$ cat src/wpc_pkg.sv
// Shared constants and status types for the windowed correlation block.
// Used by wpc_sums, wpc_corr and windowed_pearson_correlation.
package wpc_pkg;

    localparam int WINDOW_DEF      = 20;
    localparam int SAMPLE_BITS_DEF = 16;

    // Q1.15 result, quotient of the squared ratio scaled by 2^30, bitwise root
    localparam int CORR_W  = 16;
    localparam int QUO_W   = 31;
    localparam int ROOT_W  = 16;
    localparam int SREM_W  = 20;

    localparam logic [CORR_W-1:0] CORR_MAX_POS = 16'h7FFF;

    typedef struct packed {
        logic done;
        logic has_result;
    } t_sums_stat;

    typedef struct packed {
        logic done;
        logic degenerate;
    } t_corr_stat;

endpackage

$ cat src/wpc_corr.sv
// Serial products, restoring divide and bitwise square root of the ratio.
// Turns variance and covariance terms into a saturated Q1.15 value; uses wpc_pkg.
module wpc_corr #(
    parameter int WINDOW      = wpc_pkg::WINDOW_DEF,
    parameter int SAMPLE_BITS = wpc_pkg::SAMPLE_BITS_DEF
) (
    input  logic                                          i_clk,
    input  logic                                          i_rst_n,
    input  logic                                          i_start,
    input  logic [2*(SAMPLE_BITS+$clog2(WINDOW))-1:0]     i_var_x,
    input  logic [2*(SAMPLE_BITS+$clog2(WINDOW))-1:0]     i_var_y,
    input  logic [2*(SAMPLE_BITS+$clog2(WINDOW)):0]       i_cov,
    output wpc_pkg::t_corr_stat                           o_stat,
    output logic [wpc_pkg::CORR_W-1:0]                    o_corr
);
    import wpc_pkg::*;

    localparam int VAR_W    = 2 * (SAMPLE_BITS + $clog2(WINDOW));
    localparam int COV_W    = VAR_W + 1;
    localparam int PROD_W   = 2 * VAR_W;
    localparam int REM_W    = PROD_W + 1;
    localparam int STEP_MAX = (VAR_W > QUO_W) ? VAR_W : QUO_W;
    localparam int CNT_W    = $clog2(STEP_MAX + 1);
    localparam int QS_W     = 2 * ROOT_W;

    localparam logic [CNT_W-1:0] MUL_LAST  = CNT_W'(VAR_W - 1);
    localparam logic [CNT_W-1:0] DIV_LAST  = CNT_W'(QUO_W - 1);
    localparam logic [CNT_W-1:0] SQRT_LAST = CNT_W'(ROOT_W - 1);

    typedef enum logic [1:0] {
        C_IDLE,
        C_MUL,
        C_DIV,
        C_SQRT
    } t_state;

    t_state               r_state;
    logic [CNT_W-1:0]     r_cnt;
    logic                 r_neg;
    logic [VAR_W-1:0]     r_pa, r_na;
    logic [PROD_W-1:0]    r_pm, r_nm;
    logic [PROD_W-1:0]    r_p;
    logic [REM_W-1:0]     r_rem;
    logic [QS_W-1:0]      r_qs;
    logic [SREM_W-1:0]    r_sr;
    logic [ROOT_W-1:0]    r_root;
    logic [CORR_W-1:0]    r_corr;
    logic                 r_degen;
    logic                 r_done;

    logic [COV_W-1:0]     n_abs;
    logic                 n_ge;
    logic [REM_W-1:0]     n_diff;
    logic [SREM_W-1:0]    n_srem;
    logic [SREM_W-1:0]    n_trial;
    logic                 n_sge;
    logic [ROOT_W-1:0]    n_root;

    always_comb begin
        n_abs   = i_cov[COV_W-1] ? (~i_cov + 1'b1) : i_cov;
        n_ge    = (r_rem >= REM_W'(r_p));
        n_diff  = n_ge ? (r_rem - REM_W'(r_p)) : r_rem;
        n_srem  = {r_sr[SREM_W-3:0], r_qs[QS_W-1 -: 2]};
        n_trial = SREM_W'({r_root, 2'b01});
        n_sge   = (n_srem >= n_trial);
        n_root  = {r_root[ROOT_W-2:0], n_sge};
    end

    always_ff @(posedge i_clk) begin
        if (!i_rst_n) begin
            r_state <= C_IDLE;
            r_cnt   <= '0;
            r_neg   <= 1'b0;
            r_pa    <= '0;
            r_na    <= '0;
            r_pm    <= '0;
            r_nm    <= '0;
            r_p     <= '0;
            r_rem   <= '0;
            r_qs    <= '0;
            r_sr    <= '0;
            r_root  <= '0;
            r_corr  <= '0;
            r_degen <= 1'b0;
            r_done  <= 1'b0;
        end else begin
            r_done <= 1'b0;
            case (r_state)
                C_IDLE: begin
                    if (i_start) begin
                        if ((i_var_x == '0) || (i_var_y == '0)) begin
                            r_corr  <= '0;
                            r_degen <= 1'b1;
                            r_done  <= 1'b1;
                        end else begin
                            r_neg   <= i_cov[COV_W-1];
                            r_pa    <= i_var_x;
                            r_pm    <= PROD_W'(i_var_y);
                            r_na    <= n_abs[VAR_W-1:0];
                            r_nm    <= PROD_W'(n_abs[VAR_W-1:0]);
                            r_p     <= '0;
                            r_rem   <= '0;
                            r_qs    <= '0;
                            r_sr    <= '0;
                            r_root  <= '0;
                            r_cnt   <= '0;
                            r_state <= C_MUL;
                        end
                    end
                end
                C_MUL: begin
                    // r_p collects var_x*var_y, r_rem collects cov^2
                    r_p   <= r_p + (r_pa[0] ? r_pm : '0);
                    r_rem <= r_rem + (r_na[0] ? REM_W'(r_nm) : '0);
                    r_pa  <= r_pa >> 1;
                    r_na  <= r_na >> 1;
                    r_pm  <= r_pm << 1;
                    r_nm  <= r_nm << 1;
                    r_cnt <= r_cnt + 1'b1;
                    if (r_cnt == MUL_LAST) begin
                        r_cnt   <= '0;
                        r_state <= C_DIV;
                    end
                end
                C_DIV: begin
                    // quotient of cov^2 * 2^30 over the variance product
                    r_rem <= {n_diff[REM_W-2:0], 1'b0};
                    r_qs  <= {r_qs[QS_W-2:0], n_ge};
                    r_cnt <= r_cnt + 1'b1;
                    if (r_cnt == DIV_LAST) begin
                        r_cnt   <= '0;
                        r_state <= C_SQRT;
                    end
                end
                C_SQRT: begin
                    r_sr   <= n_sge ? (n_srem - n_trial) : n_srem;
                    r_root <= n_root;
                    r_qs   <= r_qs << 2;
                    r_cnt  <= r_cnt + 1'b1;
                    if (r_cnt == SQRT_LAST) begin
                        if (r_neg) begin
                            r_corr <= ~n_root + 1'b1;
                        end else begin
                            r_corr <= n_root[ROOT_W-1] ? CORR_MAX_POS : n_root;
                        end
                        r_degen <= 1'b0;
                        r_done  <= 1'b1;
                        r_state <= C_IDLE;
                    end
                end
                default: begin
                    r_state <= C_IDLE;
                end
            endcase
        end
    end

    assign o_stat = '{done: r_done, degenerate: r_degen};
    assign o_corr = r_corr;

endmodule

$ cat config.mk
export PLATFORM = sky130hd
export DESIGN_NAME = wpc_corr
export DESIGN_NICKNAME = d
export VERILOG_FILES = /design/src/wpc_pkg.sv /design/src/wpc_corr.sv
export SDC_FILE = /design/constraint.sdc
export NUM_CORES = 2
export LEC_CHECK = 0
export BUFFER_PORTS_ARGS = -buffer_cell sky130_fd_sc_hd__buf_2
export CORE_ASPECT_RATIO = 0.75
export CORE_MARGIN = 3
export CORE_UTILIZATION = 45
export DETAILED_ROUTE_END_ITERATION = 16
export PLACE_DENSITY = 0.71
export SLEW_MARGIN = 20
export SYNTH_ARGS = -nofsm -noshare
export SYNTH_HDL_FRONTEND = slang
export SYNTH_SLANG_ARGS = --single-unit
$ cat constraint.sdc
create_clock -name i_clk -period 4.3 [get_ports i_clk]
set_input_delay 0.43 -clock i_clk [delete_from_list [all_inputs] [get_ports i_clk]]
set_output_delay 0.43 -clock i_clk [all_outputs]
set_load 0.02 [all_outputs]
======== Word level (Yosys, flattened, before mapping) ========
Index checks and enable logic that the tools add are counted.
cells by class
  eq/ne operators ......................... 12
  order comparisons ....................... 2
  reduce and logical (&&, ||, !) cells .... 16
  $add $sub $neg .......................... 7
  bitwise logic cells ..................... 3
  multiplexer cells ....................... 57
operators with widths
  cell                                                              count
  84-bit two-way mux                                                9
  84-bit one-hot mux with 2 select lines                            3
  85-bit one-hot mux with 3 select lines                            1
  42-bit two-way mux                                                5
  85-bit two-way mux                                                2
  42-bit one-hot mux with 2 select lines                            2
  16-bit two-way mux                                                6
  32-bit one-hot mux with 3 select lines                            1
  85-bit by 84-bit adder with 85-bit output                         1
  85-bit by 84-bit greater-or-equal comparator with 1-bit output    1
  84-bit adder                                                      1
  42-bit zero test                                                  2
  84-bit subtractor                                                 1
  32-bit two-way mux                                                2
  16-bit one-hot mux with 2 select lines                            2
  18-bit two-way mux                                                3
  42-bit by 1-bit adder with 42-bit output (second input constant)  1
  42-bit inverter                                                   1
  18-bit one-hot mux with 2 select lines                            1
  6-bit two-way mux                                                 4
  6-bit one-hot mux with 4 select lines                             1
  20-bit by 18-bit greater-or-equal comparator with 1-bit output    1
  18-bit subtractor                                                 1
  16-bit by 1-bit adder with 16-bit output (second input constant)  1
  22 further kinds                                                  44
storage, ports and cells
  output and inout bits ................... 18
  bits of input ports ..................... 130
  flip-flop bits (word level) ............. 514
  logic and storage cells ................. 112

======== Logic depth before layout (Yosys ltp) ========
  depth after elaboration ................. 6
  depth in mapped cells ................... 18
  mapped depth without buffers ............ 17

======== Worst setup path before layout ========
No wires, ideal clock.
  kind .................................... flip-flop to flip-flop
  from .................................... register r_pa[0]
  to ...................................... register r_p[76]
  path slack .............................. 259 ps
  required time ........................... 4,183 ps
  cell stages (with the launch flop) ...... 18
  clock period less this slack ............ 4,041 ps
  buffers on the path ..................... 2
  arrival ................................. 3,923 ps
  library setup time ...................... 117 ps
  cell sequence ........................... dfxtp_1 > clkbuf_1 > clkbuf_1 > and2_1 > ha_1 > inv_1 > fa_1 > nor2b_1 > o211ai_1 > a2111oi_0 > o31ai_1 > o41ai_2 > a41oi_1 > o211ai_2 > a31oi_1 > nor3_1 > o21ai_0 > a32o_1
between the ends
  longest elaborated chain between the ends .. 3
RTL lines
  element                                 line             source
  start: declaration                      wpc_corr.sv:40   logic [VAR_W-1:0] r_pa, r_na;
  start signal: assignment                wpc_corr.sv:97   r_pa <= i_var_x;
  start signal: assignment                wpc_corr.sv:115  r_pa <= r_pa >> 1;
  84-bit two-way mux                      wpc_corr.sv:113  r_p <= r_p + (r_pa[0] ? r_pm : '0);
  84-bit adder                            wpc_corr.sv:113
  84-bit one-hot mux with 2 select lines  wpc_corr.sv:88   case (r_state)
  end signal: assignment                  wpc_corr.sv:113
  end: declaration                        wpc_corr.sv:42   logic [PROD_W-1:0] r_p;
Every way passes these cells.
A chain may end at the register's enable or synchronous reset.

======== Worst setup path after layout ========
  from .................................... register r_na[0]
  to ...................................... register r_rem[80]
between the ends
  longest elaborated chain between the ends .. 3
RTL lines
  element                                    line             source
  start: declaration                         wpc_corr.sv:40
  start signal: assignment                   wpc_corr.sv:99   r_na <= n_abs[VAR_W-1:0];
  start signal: assignment                   wpc_corr.sv:116  r_na <= r_na >> 1;
  84-bit two-way mux                         wpc_corr.sv:114  r_rem <= r_rem + (r_na[0] ? REM_W'(r_nm) : '0);
  85-bit by 84-bit adder with 85-bit output  wpc_corr.sv:114
  85-bit one-hot mux with 3 select lines     wpc_corr.sv:88
  end signal: assignment                     wpc_corr.sv:114
  end signal: assignment                     wpc_corr.sv:127  r_rem <= {n_diff[REM_W-2:0], 1'b0};
  end: declaration                           wpc_corr.sv:43   logic [REM_W-1:0] r_rem;
Every way passes these cells.

==> impl_metrics.yaml <==
outcome:
  status: "complete, no violations"
synth:
  ys_types: 92
  synth_edf_count: 0
  yosys_warnings: 0
  ys_async_sr_fraction: 0
  syn-cell-area_um2: 40000
  syn_nets: 5877
  synth_seq_cells: 514
  avgSynthCellArea_um2: 7.33
  ys_seq_area_frac: 0.257
  ys.flop_type: "dfxtp_1"
  synthCells: 5465
global_route:
  grt_pass1_vias: 36300
  grt_pass1_wl_mm: 194
  overflow: 0
  grt_max_degree: 221
  globalRouteTotalUtil: 0.254
  antenna_found_initial: 2
run:
  drv_cap: 0
finish:
  seq_area_um2: 10300
  fill_cells: 8761
  stdcell_area_um2: 44200
  multi_input_area_um2: 27600
  finalNonFillerCells: 6637
  layout_commonest_cell: "a21oi_1"
  layout.nets: 5849
  area_growth_pct: 10.5
  final_cell_mix: "644 x a21oi_1, 528 x nand2_1, 512 x dfxtp_1"
  drive_gt1_frac: 0.0864
setup_path:
  path_max_fanout: 22
  rr_worst_depth: 15
  critPathMaxStageDelay_ns: 0.51
  cp-start-kind: "flop"
  critPathBufInv: 1
  cp_num_cells: 15
  cp.arrival_ns: 4.67
  crit_chain: "and2_1, ha_1, inv_1, fa_1, nor2b_1, o211ai_1, a31oi_1, a31oi_1, o21a_2, o21ai_4, a31oi_2, o21ai_2, or4b_1, mux2_1, o221ai_1"
  cp_slowest_cell: "or4b_1"
  crit_path_end_kind: "flop"
  crit_family: "compound AO/OA/AOI/OAI gates"
  critPathRequiredTime_ns: 4.85
  path_class: "flop to flop"
  startpoint: "r_na[0]"
  regToRegStartpoint: "r_na[0]"
  cpMostUsedCell: "a31oi_1"
drt:
  drtAntennaViolNets: 0
  route.vias.total: 39500
  drt-initial-drc-count: 3541
  firstDrtPassIters: 6
  drt_wl_total_mm: 123
  vias_per_cell: 5.95
  wl_per_cell_um: 18.5
  drc: 0
die:
  ios: 148
  die_x_um: 350
  start_util: 0.455
  num_rows: 94
  die_y_um: 264
  core_um2: 88000
  die_area_um2: 92600
placement:
  dp.cells: 6526
  dp_hpwl_mm: 93.3
  place_congestion: 0.991
  port_buffers: 147
  placed_area_um2: 42100
worst_hold_path:
  hold_start: "i_var_x[41]"
  hold_depth: 3
  hold_path_class: "input port to flop"
clock_network:
  cts_buffer_depth: 3
  hold_buffers: 0
  root_buffer: "clkbuf_16"
  htreeDepth: 2
  cts_buffers: 56
  cts_num_sinks: 514
  clock_latency_ns: 0.67
  cts_tree: "built"
  path_clk_slew_ns: 0.06
power:
  ir_worst_vdd_v: 0.000573
  power_leakage_nw: 18.4
  powerDensity_nw_per_um2: 545
timing:
  hold_viol_final: 0
  finalCritPeriodShare: 0.957
  finClkSkew_ns: 0.0390
  period_needed_ns: 4.12
  drv_slew: 0
  rsz0062_at_grt: "yes"
  clock.fmax_mhz: 243
  fin_hold_ws_ns: 0.0592
  slew_headroom: 0.315
  setup_viol: 0
  tightest_slew_ns: 1.03
-- state kept, by name, summed over array words and instances (netlist names) --
name	count
o_corr	16
r_cnt	6
r_degen	1
r_done	1
r_na	42
r_neg	1
r_nm	84
r_p	84
r_pa	42
r_pm	84
r_qs	32
r_rem	85
r_root	16
r_sr	18
r_state	2
-- per-stage QoR --
stage | utilization | setup slack, ns | power [W] | TNS [ns]
2_1_floorplan | - | 0.259 | 0.0152 | 0
3_3_place_gp | 0.479 | 0.0468 | 0.0185 | 0
3_5_place_dp | 0.479 | -0.0236 | 0.0187 | -0.0237
4_1_cts | 0.501 | 0.0533 | 0.0240 | 0
5_1_grt | 0.503 | -0.0346 | 0.0257 | -0.0883
6_report | 0.503 | 0.184 | 0.0241 | 0
-- cell usage after synthesis, types with 20 or more instances --
library cell | number | area (um2)
nor4_1 | 42 | 263
o21ai_0 | 345 | 1730
nand2b_1 | 30 | 188
xor2_1 | 94 | 823
buf_1 | 20 | 75.1
clkbuf_1 | 348 | 1310
o21bai_1 | 74 | 556
nor2b_1 | 25 | 156
inv_1 | 213 | 800
and2_1 | 189 | 1180
o211ai_1 | 38 | 285
ha_1 | 279 | 3490
a21o_1 | 136 | 1020
nand2_1 | 528 | 1980
o21a_1 | 35 | 263
xnor2_1 | 191 | 1670
nor3_1 | 168 | 841
dfxtp_1 | 514 | 10300
nor2_1 | 490 | 1840
a211oi_1 | 112 | 841
a31oi_1 | 48 | 300
nand4_1 | 123 | 769
a21oi_1 | 647 | 3240
nand3_1 | 189 | 946
or3_1 | 28 | 175
a222oi_1 | 32 | 320
a22oi_1 | 68 | 510
and3_1 | 22 | 138
mux2i_1 | 111 | 1110
mux2_1 | 27 | 304
o31ai_1 | 30 | 225
-- where the power goes --
| group | internal, W | leakage, nW | switching, W |
|---|---|---|---|
| combinational | 0.00488 | 13.3 | 0.00785 |
| sequential | 0.00558 | 4.18 | 0.000617 |
| clock | 0.00297 | 0.938 | 0.00222 |
| total | 0.0134 | 18.4 | 0.0107 |
-- metal layers --
layer	wire, um	part of all wire	global-route usage
met1	57000	0.46	0.360
met2	54400	0.44	0.400
met3	8540	0.070	0.0429
met4	2930	0.024	0.0611
met5	0	0	0
-- cell families after synthesis --
kind of cell,Yosys count,share of synthesized area
AOI/OAI and AO/OA,1759,0.276
xor gates and xnor gates,285,0.0624
DFF,514,0.257
muxes,144,0.0370
buffers and inverters,599,0.0575
and+or+nand+nor,1882,0.221
adders and majority gates,282,0.0887
-- area by class of cell --
cell class                      count  share of cell area
Antenna cell                        2            0.000113
Inverter                          215              0.0184
Tap cell                         1152              0.0326
Clock inverter                     27             0.00789
Clock buffer                       77              0.0360
Sequential cell                   514               0.233
Multi-Input combinational cell   4352               0.625
Timing Repair Buffer              298              0.0477
-- worst reg2reg max path, stage by stage (launching register included) --
cell	delay (ns)
dfxtp_4	0.43
and2_1	0.17
ha_1	0.21
inv_1	0.07
fa_1	0.40
nor2b_1	0.16
o211ai_1	0.14
a31oi_1	0.27
a31oi_1	0.20
o21a_2	0.32
o21ai_4	0.24
a31oi_2	0.18
o21ai_2	0.21
or4b_1	0.51
mux2_1	0.34
o221ai_1	0.18
-- path summary, 6_finish.rpt --
kind	to	slack, ns
max	r_rem[80]	0.18
min	r_pa[41]	0.06
max reg2reg	r_rem[80]	0.18
min reg2reg	r_na[38]	0.45
-- what timing repair did --
| item | in CTS | in global routing |
|---|---|---|
| buffers inserted | 0 | 5 |
| setup endpoints to repair | 9 | 66 |
| pin swaps | 0 | 6 |
| resized for setup | 2 | 30 |
Power figures use the tool's default switching activity.
