### src/wpc_pkg.sv
// Shared constants and status types for the windowed correlation block.
// Used by wpc_sums, wpc_corr and windowed_pearson_correlation.
package wpc_pkg;

    localparam int WINDOW_DEF      = 20;
    localparam int SAMPLE_BITS_DEF = 16;

    // Q1.15 result, quotient of the squared ratio scaled by 2^30, bitwise root
    localparam int CORR_W  = 16;
    localparam int QUO_W   = 31;
    localparam int ROOT_W  = 16;
    localparam int SREM_W  = 20;

    localparam logic [CORR_W-1:0] CORR_MAX_POS = 16'h7FFF;

    typedef struct packed {
        logic done;
        logic has_result;
    } t_sums_stat;

    typedef struct packed {
        logic done;
        logic degenerate;
    } t_corr_stat;

endpackage

### src/wpc_sums.sv
// Sample window memory, running sums and bit-serial moment update.
// Produces the two variance terms and the covariance term; uses wpc_pkg.
module wpc_sums #(
    parameter int WINDOW      = wpc_pkg::WINDOW_DEF,
    parameter int SAMPLE_BITS = wpc_pkg::SAMPLE_BITS_DEF
) (
    input  logic                                               i_clk,
    input  logic                                               i_rst_n,
    input  logic                                               i_start,
    input  logic                                               i_clear,
    input  logic [SAMPLE_BITS-1:0]                             i_x,
    input  logic [SAMPLE_BITS-1:0]                             i_y,
    output wpc_pkg::t_sums_stat                                o_stat,
    output logic [2*(SAMPLE_BITS+$clog2(WINDOW))-1:0]          o_var_x,
    output logic [2*(SAMPLE_BITS+$clog2(WINDOW))-1:0]          o_var_y,
    output logic [2*(SAMPLE_BITS+$clog2(WINDOW)):0]            o_cov
);
    import wpc_pkg::*;

    localparam int PTR_W  = $clog2(WINDOW);
    localparam int FILL_W = $clog2(WINDOW + 1);
    localparam int SUM_W  = SAMPLE_BITS + PTR_W;
    localparam int SQ_W   = 2 * SAMPLE_BITS + PTR_W;
    localparam int VAR_W  = 2 * SUM_W;
    localparam int COV_W  = VAR_W + 1;
    localparam int CNT_W  = $clog2(SUM_W + 1);

    localparam logic [FILL_W-1:0] FILL_FULL = FILL_W'(WINDOW);
    localparam logic [PTR_W-1:0]  PTR_LAST  = PTR_W'(WINDOW - 1);
    localparam logic [CNT_W-1:0]  UPD_LAST  = CNT_W'(SAMPLE_BITS - 1);
    localparam logic [CNT_W-1:0]  MOM_LAST  = CNT_W'(SUM_W - 1);
    localparam logic [VAR_W-1:0]  W_VAR     = VAR_W'(WINDOW);
    localparam logic [COV_W-1:0]  W_COV     = COV_W'(WINDOW);

    typedef enum logic [2:0] {
        S_IDLE,
        S_LOAD,
        S_UPD,
        S_MOM_INIT,
        S_MOM
    } t_state;

    t_state                  r_state;
    logic [CNT_W-1:0]        r_cnt;
    logic [PTR_W-1:0]        r_wp;
    logic [FILL_W-1:0]       r_fill;
    logic                    r_sub;
    logic [SUM_W-1:0]        r_sx, r_sy;
    logic [SQ_W-1:0]         r_sxx, r_syy, r_sxy;
    logic [SAMPLE_BITS-1:0]  r_xmem [WINDOW];
    logic [SAMPLE_BITS-1:0]  r_ymem [WINDOW];
    logic [SAMPLE_BITS-1:0]  r_ox, r_oy;
    logic [SAMPLE_BITS-1:0]  r_xs, r_ys, r_oxs, r_oys;
    logic [SQ_W-1:0]         r_xm, r_ym, r_oxm, r_oym;
    logic [VAR_W-1:0]        r_vx, r_vy;
    logic [COV_W-1:0]        r_cov;
    logic [SUM_W-1:0]        r_mxs, r_mys;
    logic [VAR_W-1:0]        r_mxm, r_mym;
    logic                    r_done, r_has;

    logic [SQ_W-1:0]         n_sxx, n_syy, n_sxy;

    // one bit of each product per cycle: add new term, drop old term
    always_comb begin
        n_sxx = r_sxx + (r_xs[0] ? r_xm : '0) - (r_oxs[0] ? r_oxm : '0);
        n_syy = r_syy + (r_ys[0] ? r_ym : '0) - (r_oys[0] ? r_oym : '0);
        n_sxy = r_sxy + (r_ys[0] ? r_xm : '0) - (r_oys[0] ? r_oxm : '0);
    end

    always_ff @(posedge i_clk) begin
        if (i_start) begin
            r_ox          <= r_xmem[r_wp];
            r_oy          <= r_ymem[r_wp];
            r_xmem[r_wp]  <= i_x;
            r_ymem[r_wp]  <= i_y;
        end
    end

    always_ff @(posedge i_clk) begin
        if (!i_rst_n) begin
            r_state <= S_IDLE;
            r_cnt   <= '0;
            r_wp    <= '0;
            r_fill  <= '0;
            r_sub   <= 1'b0;
            r_sx    <= '0;
            r_sy    <= '0;
            r_sxx   <= '0;
            r_syy   <= '0;
            r_sxy   <= '0;
            r_xs    <= '0;
            r_ys    <= '0;
            r_oxs   <= '0;
            r_oys   <= '0;
            r_xm    <= '0;
            r_ym    <= '0;
            r_oxm   <= '0;
            r_oym   <= '0;
            r_vx    <= '0;
            r_vy    <= '0;
            r_cov   <= '0;
            r_mxs   <= '0;
            r_mys   <= '0;
            r_mxm   <= '0;
            r_mym   <= '0;
            r_done  <= 1'b0;
            r_has   <= 1'b0;
        end else begin
            r_done <= 1'b0;
            case (r_state)
                S_IDLE: begin
                    if (i_clear) begin
                        r_wp   <= '0;
                        r_fill <= '0;
                        r_sx   <= '0;
                        r_sy   <= '0;
                        r_sxx  <= '0;
                        r_syy  <= '0;
                        r_sxy  <= '0;
                    end else if (i_start) begin
                        r_xs    <= i_x;
                        r_ys    <= i_y;
                        r_sub   <= (r_fill == FILL_FULL);
                        r_fill  <= (r_fill == FILL_FULL) ? r_fill : r_fill + 1'b1;
                        r_wp    <= (r_wp == PTR_LAST) ? '0 : r_wp + 1'b1;
                        r_state <= S_LOAD;
                    end
                end
                S_LOAD: begin
                    // drop the oldest pair only once the window is full
                    r_oxs   <= r_sub ? r_ox : '0;
                    r_oys   <= r_sub ? r_oy : '0;
                    r_oxm   <= r_sub ? SQ_W'(r_ox) : '0;
                    r_oym   <= r_sub ? SQ_W'(r_oy) : '0;
                    r_xm    <= SQ_W'(r_xs);
                    r_ym    <= SQ_W'(r_ys);
                    r_sx    <= r_sx + SUM_W'(r_xs) - (r_sub ? SUM_W'(r_ox) : '0);
                    r_sy    <= r_sy + SUM_W'(r_ys) - (r_sub ? SUM_W'(r_oy) : '0);
                    r_cnt   <= '0;
                    r_state <= S_UPD;
                end
                S_UPD: begin
                    r_sxx <= n_sxx;
                    r_syy <= n_syy;
                    r_sxy <= n_sxy;
                    r_xs  <= r_xs >> 1;
                    r_ys  <= r_ys >> 1;
                    r_oxs <= r_oxs >> 1;
                    r_oys <= r_oys >> 1;
                    r_xm  <= r_xm << 1;
                    r_ym  <= r_ym << 1;
                    r_oxm <= r_oxm << 1;
                    r_oym <= r_oym << 1;
                    r_cnt <= r_cnt + 1'b1;
                    if (r_cnt == UPD_LAST) begin
                        if (r_fill == FILL_FULL) begin
                            r_state <= S_MOM_INIT;
                        end else begin
                            r_done  <= 1'b1;
                            r_has   <= 1'b0;
                            r_state <= S_IDLE;
                        end
                    end
                end
                S_MOM_INIT: begin
                    r_vx    <= W_VAR * VAR_W'(r_sxx);
                    r_vy    <= W_VAR * VAR_W'(r_syy);
                    r_cov   <= W_COV * COV_W'(r_sxy);
                    r_mxs   <= r_sx;
                    r_mys   <= r_sy;
                    r_mxm   <= VAR_W'(r_sx);
                    r_mym   <= VAR_W'(r_sy);
                    r_cnt   <= '0;
                    r_state <= S_MOM;
                end
                S_MOM: begin
                    r_vx  <= r_vx - (r_mxs[0] ? r_mxm : '0);
                    r_vy  <= r_vy - (r_mys[0] ? r_mym : '0);
                    r_cov <= r_cov - (r_mxs[0] ? COV_W'(r_mym) : '0);
                    r_mxs <= r_mxs >> 1;
                    r_mys <= r_mys >> 1;
                    r_mxm <= r_mxm << 1;
                    r_mym <= r_mym << 1;
                    r_cnt <= r_cnt + 1'b1;
                    if (r_cnt == MOM_LAST) begin
                        r_done  <= 1'b1;
                        r_has   <= 1'b1;
                        r_state <= S_IDLE;
                    end
                end
                default: begin
                    r_state <= S_IDLE;
                end
            endcase
        end
    end

    assign o_stat  = '{done: r_done, has_result: r_has};
    assign o_var_x = r_vx;
    assign o_var_y = r_vy;
    assign o_cov   = r_cov;

endmodule

### config.mk
export PLATFORM = sky130hd
export DESIGN_NAME = wpc_sums
export DESIGN_NICKNAME = d
export VERILOG_FILES = /design/src/wpc_pkg.sv /design/src/wpc_sums.sv
export SDC_FILE = /design/constraint.sdc
export NUM_CORES = 2
export LEC_CHECK = 0
export ABC_AREA = 1
export BUFFER_PORTS_ARGS = -buffer_cell sky130_fd_sc_hd__buf_2
export CAP_MARGIN = 0
export CELL_PAD_IN_SITES_DETAIL_PLACEMENT = 1
export CELL_PAD_IN_SITES_GLOBAL_PLACEMENT = 1
export CORE_MARGIN = 5
export CORE_UTILIZATION = 51
export CTS_CLUSTER_DIAMETER = 60
export DETAILED_ROUTE_END_ITERATION = 10
export PLACE_DENSITY_LB_ADDON = 0.1
export SYNTH_ARGS = -nofsm -noshare
export SYNTH_HDL_FRONTEND = slang
export SYNTH_SLANG_ARGS = --single-unit
### constraint.sdc
create_clock -name i_clk -period 6 [get_ports i_clk]
set_input_delay 1.2 -clock i_clk [delete_from_list [all_inputs] [get_ports i_clk]]
set_output_delay 1.2 -clock i_clk [all_outputs]
set_load 0.02 [all_outputs]
# == After elaboration in Yosys (flattened, before gate mapping) ==
# Memories as Yosys holds them, arrays and structs flattened. A register that Yosys moved wholly into a read port is not among the register bits.
# Cells that the tools add are included.
# op_classes
add_sub_neg,16
mul,3
div_mod_pow,0
order_cmp,0
n_eq_ne,15
shifts,0
n_mux,64
bitwise,1
n_reduce_logical,18
# ops
operator,count
one-hot mux 37 bit (2 select lines),7
one-hot mux 42 bit (2 select lines),4
two-way mux 37 bit,7
one-hot mux 21 bit (2 select lines),4
two-way mux 16 bit,10
one-hot mux 16 bit (2 select lines),4
two-way mux 42 bit,3
multiplier 3 x 37 -> 40 bit (first input constant),3
adder 37 bit,3
subtractor 37 bit,3
one-hot mux 43 bit (2 select lines),1
subtractor 42 bit,2
subtractor 43 x 42 -> 43 bit,1
adder 21 x 16 -> 21 bit,2
subtractor 21 x 16 -> 21 bit,2
two-way mux 5 bit,6
two-way mux 21 bit,1
adder 5 x 1 -> 5 bit (second input constant),3
== test 5 bit (second input constant),3
one-hot mux 3 bit (5 select lines),1
inequality test 2 bit (second input constant),7
nonzero test 2 bit,7
two-way mux 3 bit,4
one-hot mux 5 bit (2 select lines),1
other kinds (13),28
# word_totals
register_bits,639
latchBits,0
mem_bits_rw,640
romBits,0
input_bits,36
output_inout_bits,129
word_cells,146
mem_count,2
# mem_list
name,words,width,rd,rd_ports_with_merged_regs,write_ports,line,source
r_xmem,20,16,1,1,1,wpc_sums.sv:50,logic [SAMPLE_BITS-1:0] r_xmem [WINDOW];
r_ymem,20,16,1,1,1,wpc_sums.sv:51,logic [SAMPLE_BITS-1:0] r_ymem [WINDOW];

# == Logic depth before layout (Yosys ltp) ==
# logic_depth
ltp_word,4
depth_mapped,20
mapped_depth_nobuf,19

# == Worst setup path before layout ==
# Ideal clock, no wire load.
# synth_path
path_type,input -> register
start,in i_start
end,mem r_xmem[19][0] (netlist name) (enable)
setup_ns,0.421
arrival_time_ns,2.683
t_required_ns,5.579
slack_ns,2.896
cell_stages,2
n_path_buf,0
path_cell_list,nand2_1 nor2_1
# synth_between
elab_chain_cells,2
# synth_lines
item,line,source
"start, declared",wpc_sums.sv:9,"input logic i_start,"
two-way mux 1 bit,wpc_sums.sv:71,if (i_start) begin
two-way mux 1 bit (not written as such),wpc_sums.sv:74,r_xmem[r_wp] <= i_x;
"end, declared",wpc_sums.sv:50,
# Every way passes these cells.

# == Final worst setup path ==
# layout_path
start,reg r_oys[0]
end,reg r_syy[36]
# layout_between
elab_chain_cells,3
# layout_lines
item,line,source
"start, declared",wpc_sums.sv:53,"logic [SAMPLE_BITS-1:0] r_xs, r_ys, r_oxs, r_oys;"
"start signal, assigned",wpc_sums.sv:132,r_oys <= r_sub ? r_oy : '0;
"start signal, assigned",wpc_sums.sv:149,r_oys <= r_oys >> 1;
two-way mux 37 bit,wpc_sums.sv:66,n_syy = r_syy + (r_ys[0] ? r_ym : '0) - (r_oys[0] ? r_oym : '0);
subtractor 37 bit,wpc_sums.sv:66,
one-hot mux 37 bit (2 select lines),wpc_sums.sv:110,case (r_state)
"end signal, assigned",wpc_sums.sv:144,r_syy <= n_syy;
"end, declared",wpc_sums.sv:49,"logic [SQ_W-1:0] r_sxx, r_syy, r_sxy;"
# Every way passes these cells.
# A chain may end at the register's enable or synchronous reset.

==> flow_summary.json <==
{
  "postCtsSetupBuffers": 0,
  "cap_violations": 0,
  "outcome": "finished clean",
  "clkSinkCount": 1311,
  "cp_common_cell": "nand2_1",
  "drt_iter0_markers": 6994,
  "gr-usage-all-layers_pct": 36.0,
  "yosys_register_bits": 1311,
  "core_um2": 161000,
  "h-tree-depth": 4,
  "worstMarginPinSlew_ps": 1360,
  "rows": 147,
  "cts_root_buf": "clkbuf_16",
  "ant_nets": 0,
  "fp.dieH_um": 412,
  "critPathMaxFanout": 38,
  "synthArstFlopShare_pct": 0,
  "drc": 0,
  "initial_core_util_pct": 51.3,
  "grt_remaining_overflow": 0,
  "crit_path_start_kind": "flop",
  "synth_edf_count": 672,
  "yosysUniqueCellTypes": 55,
  "layout-drive-gt1-share_pct": 4.95,
  "synthCells": 11138,
  "synth_largest_area_cell": "edfxtp_1",
  "fin_cells": 13410,
  "yosysTopAreaCellShare_pct": 24.5,
  "fin_crit_sh_pct": 66.5,
  "cp_cell_sequence": "buf_4 -> nand2_1 -> inv_1 -> fa_1 -> inv_1 -> ha_1 -> a21oi_1 -> o21ai_0 -> a21oi_1 -> nand3_1 -> nand2_1 -> nand2_1 -> nand2_1 -> nand3_1 -> a21oi_1",
  "via_per_inst": 5.93,
  "power_density_nw_per_um2": 593,
  "holdWs_ps": 463,
  "grt_first_pass_wirelength_mm": 479,
  "pwr-share-seq_pct": 21.6,
  "finalWorstSetupSlack_ps": 2010,
  "clock_latency_ps": 850,
  "fin_nets": 11786,
  "ys_seq_area_share_pct": 40.0,
  "synthToLayoutAreaGrowth_pct": 9.39,
  "swShare_pct": 53.0,
  "syn_area_um2": 82400,
  "slew_headroom_pct": 8.87,
  "p_int_uw": 25100,
  "antenna_found_initial": 11,
  "path_clk_slew_ps": 60,
  "synth_nets": 11816,
  "criticalPathCategory": "flop to flop",
  "die_area_um2": 170000,
  "fillers": 20304,
  "timing.fmax_ghz": 0.251,
  "required_ps": 6740,
  "cts_tree": "built",
  "wl_per_cell_um": 23.4,
  "die_w_um": 412,
  "rsz0062_at_grt": "no",
  "setup_viol": 0,
  "hpwl_mm": 226,
  "drtPass1Iterations": 6,
  "detailedPlace.worstSlack_ps": 2120,
  "cts_resized": 0,
  "gp_congestion": 0.964,
  "cts_max_path_buffers": 3,
  "ios": 165,
  "synth-main-ff-cell": "edfxtp_1",
  "leakagePower_uw": 0.0408,
  "clkPwrFrac_pct": 18.4,
  "vias": 79519,
  "hold_viol": 0,
  "grt_max_degree": 139,
  "grt_pass1_vias": 81729,
  "period_needed_ps": 3990,
  "synth.area.top_cells": "edfxtp_1 24%, dfxtp_1 16%, nand2_1 15%, ha_1 7.5%, inv_1 6.3%",
  "clock-skew-final_ps": 77.3,
  "ir_drop_mv": 0.541,
  "avgSynthCellArea_um2": 7.40,
  "endpoint_kind": "flop",
  "cts_made_buffers": 159,
  "wl_mm": 314,
  "tns_ps": 0,
  "power.switching_uw": 28300,
  "drv_slew": 0,
  "arrival_ps": 4720,
  "ys_warn_count": 0,
  "combinationalPowerShare_pct": 60.0,
  "hp-class": "flop to flop",
  "hold_buffers": 0,
  "io_buffers": 164,
  "slowest_delay_ps": 790,
  "place_inst": 13107,
  "critPathSlowestCell": "dfxtp_2"
}
-- metal layers --
layer	share of wire (%)	GRT usage, %	vias to the layer above
met2	48	61.1	2861
met5	0.012	0	-
met3	6.4	5.12	747
met4	4.1	13.7	6
li1	-	-	36721
met1	42	46.7	39184
-- cell usage after synthesis, types with 10 or more instances --
cell type	number
nand2_1	3254
inv_1	1394
nor2_1	990
a21oi_1	936
o21ai_0	733
edfxtp_1	672
dfxtp_1	639
nand3_1	510
ha_1	496
clkbuf_1	233
a31oi_1	187
o22ai_1	165
fa_1	146
buf_2	135
o21ai_1	102
nand3b_1	64
nor3_1	59
xor2_1	45
nand4_1	42
o21bai_1	38
a221o_1	32
a21o_1	29
o21a_1	27
or2_2	25
xnor2_1	20
o221ai_1	17
o211ai_1	16
buf_1	14
buf_4	14
buf_6	13
inv_2	12
and2_1	10
-- cell families after synthesis --
| kind of cell | Yosys count | synth area share, % |
|---|---|---|
| adders and majority gates | 642 | 11.1 |
| xor gates and xnor gates | 65 | 0.691 |
| AOI/OAI and AO/OA | 2314 | 15.3 |
| and+or+nand+nor | 4988 | 24.3 |
| DFF | 1311 | 40.0 |
| buffers and inverters | 1818 | 8.68 |
-- final timing paths --
check	from	slack, ps	cells past startpoint	endpoint
setup / recovery	r_oys[0]	2010	15	r_syy[36]
hold / removal	r_mys[16]	460	2	r_mys[15]
setup reg to reg	r_oys[0]	2010	15	r_syy[36]
hold reg to reg	r_mys[16]	460	2	r_mys[15]
-- state kept, by name, summed over array words and instances (netlist names), 42 cells and up --
| name | count |
|---|---|
| r_mxm | 42 |
| o_var_x | 42 |
| r_xmem | 320 |
| o_cov | 43 |
| r_mym | 42 |
| o_var_y | 42 |
| r_ymem | 320 |
-- power by group through the flow --
| stage | Clock, uW | Sequential (uW) | Combinational, uW |
|---|---|---|---|
| 6_report | 9820 | 11500 | 32100 |
| 4_1_cts | 9880 | 11500 | 31500 |
| 5_1_grt | 10300 | 11600 | 35600 |
| 3_3_place_gp | 0 | 11600 | 30100 |
| 2_1_floorplan | 0 | 11200 | 22100 |
| 3_5_place_dp | 0 | 11700 | 31100 |
-- worst max-delay path, delay by kind of cell, from the launching register on --
kind                       cells  cell delay, ps
AOI/OAI and AO/OA              4             890
DFF                            1             790
and+or+nand+nor                6             790
adders and majority gates      2             750
buffers and inverters          3             650
-- final cells by class --
type / instances / area, um2 / share of cell area [%]
multi-input cells: 8009 / 42500 / 47.1
repair buffers: 219 / 1320 / 1.47
well taps: 2160 / 2700 / 3.00
inverters: 1408 / 5320 / 5.90
diodes: 8 / 20.0 / 0.0222
flip-flops and latches: 1311 / 33000 / 36.6
clock inverters: 89 / 1050 / 1.16
clock buffers: 206 / 4270 / 4.73
-- metrics by stage --
step                cell area, um2  total power [uW]  util [%]
floorplan                    82400             33200         -
global placement             84900             41700      52.8
detailed placement           84900             42800      52.8
CTS                          90200             52900      56.2
global route                 90200             57500      56.2
finish                       90200             53500      56.2
-- cell usage in the layout, fill, tap and decap left out, types with 161 or more instances in the layout --
cell type  Yosys  layout
edfxtp_1     672     672
dfxtp_1      639     633
nor2_1       990     967
a21oi_1      936     936
o22ai_1      165     165
a31oi_1      187     187
o21ai_0      733     733
ha_1         496     496
clkbuf_16      0     161
nand2_1     3254    3254
nand3_1      510     510
inv_1       1394    1394
buf_2        135     163
(Power assumes the default switching activity.)
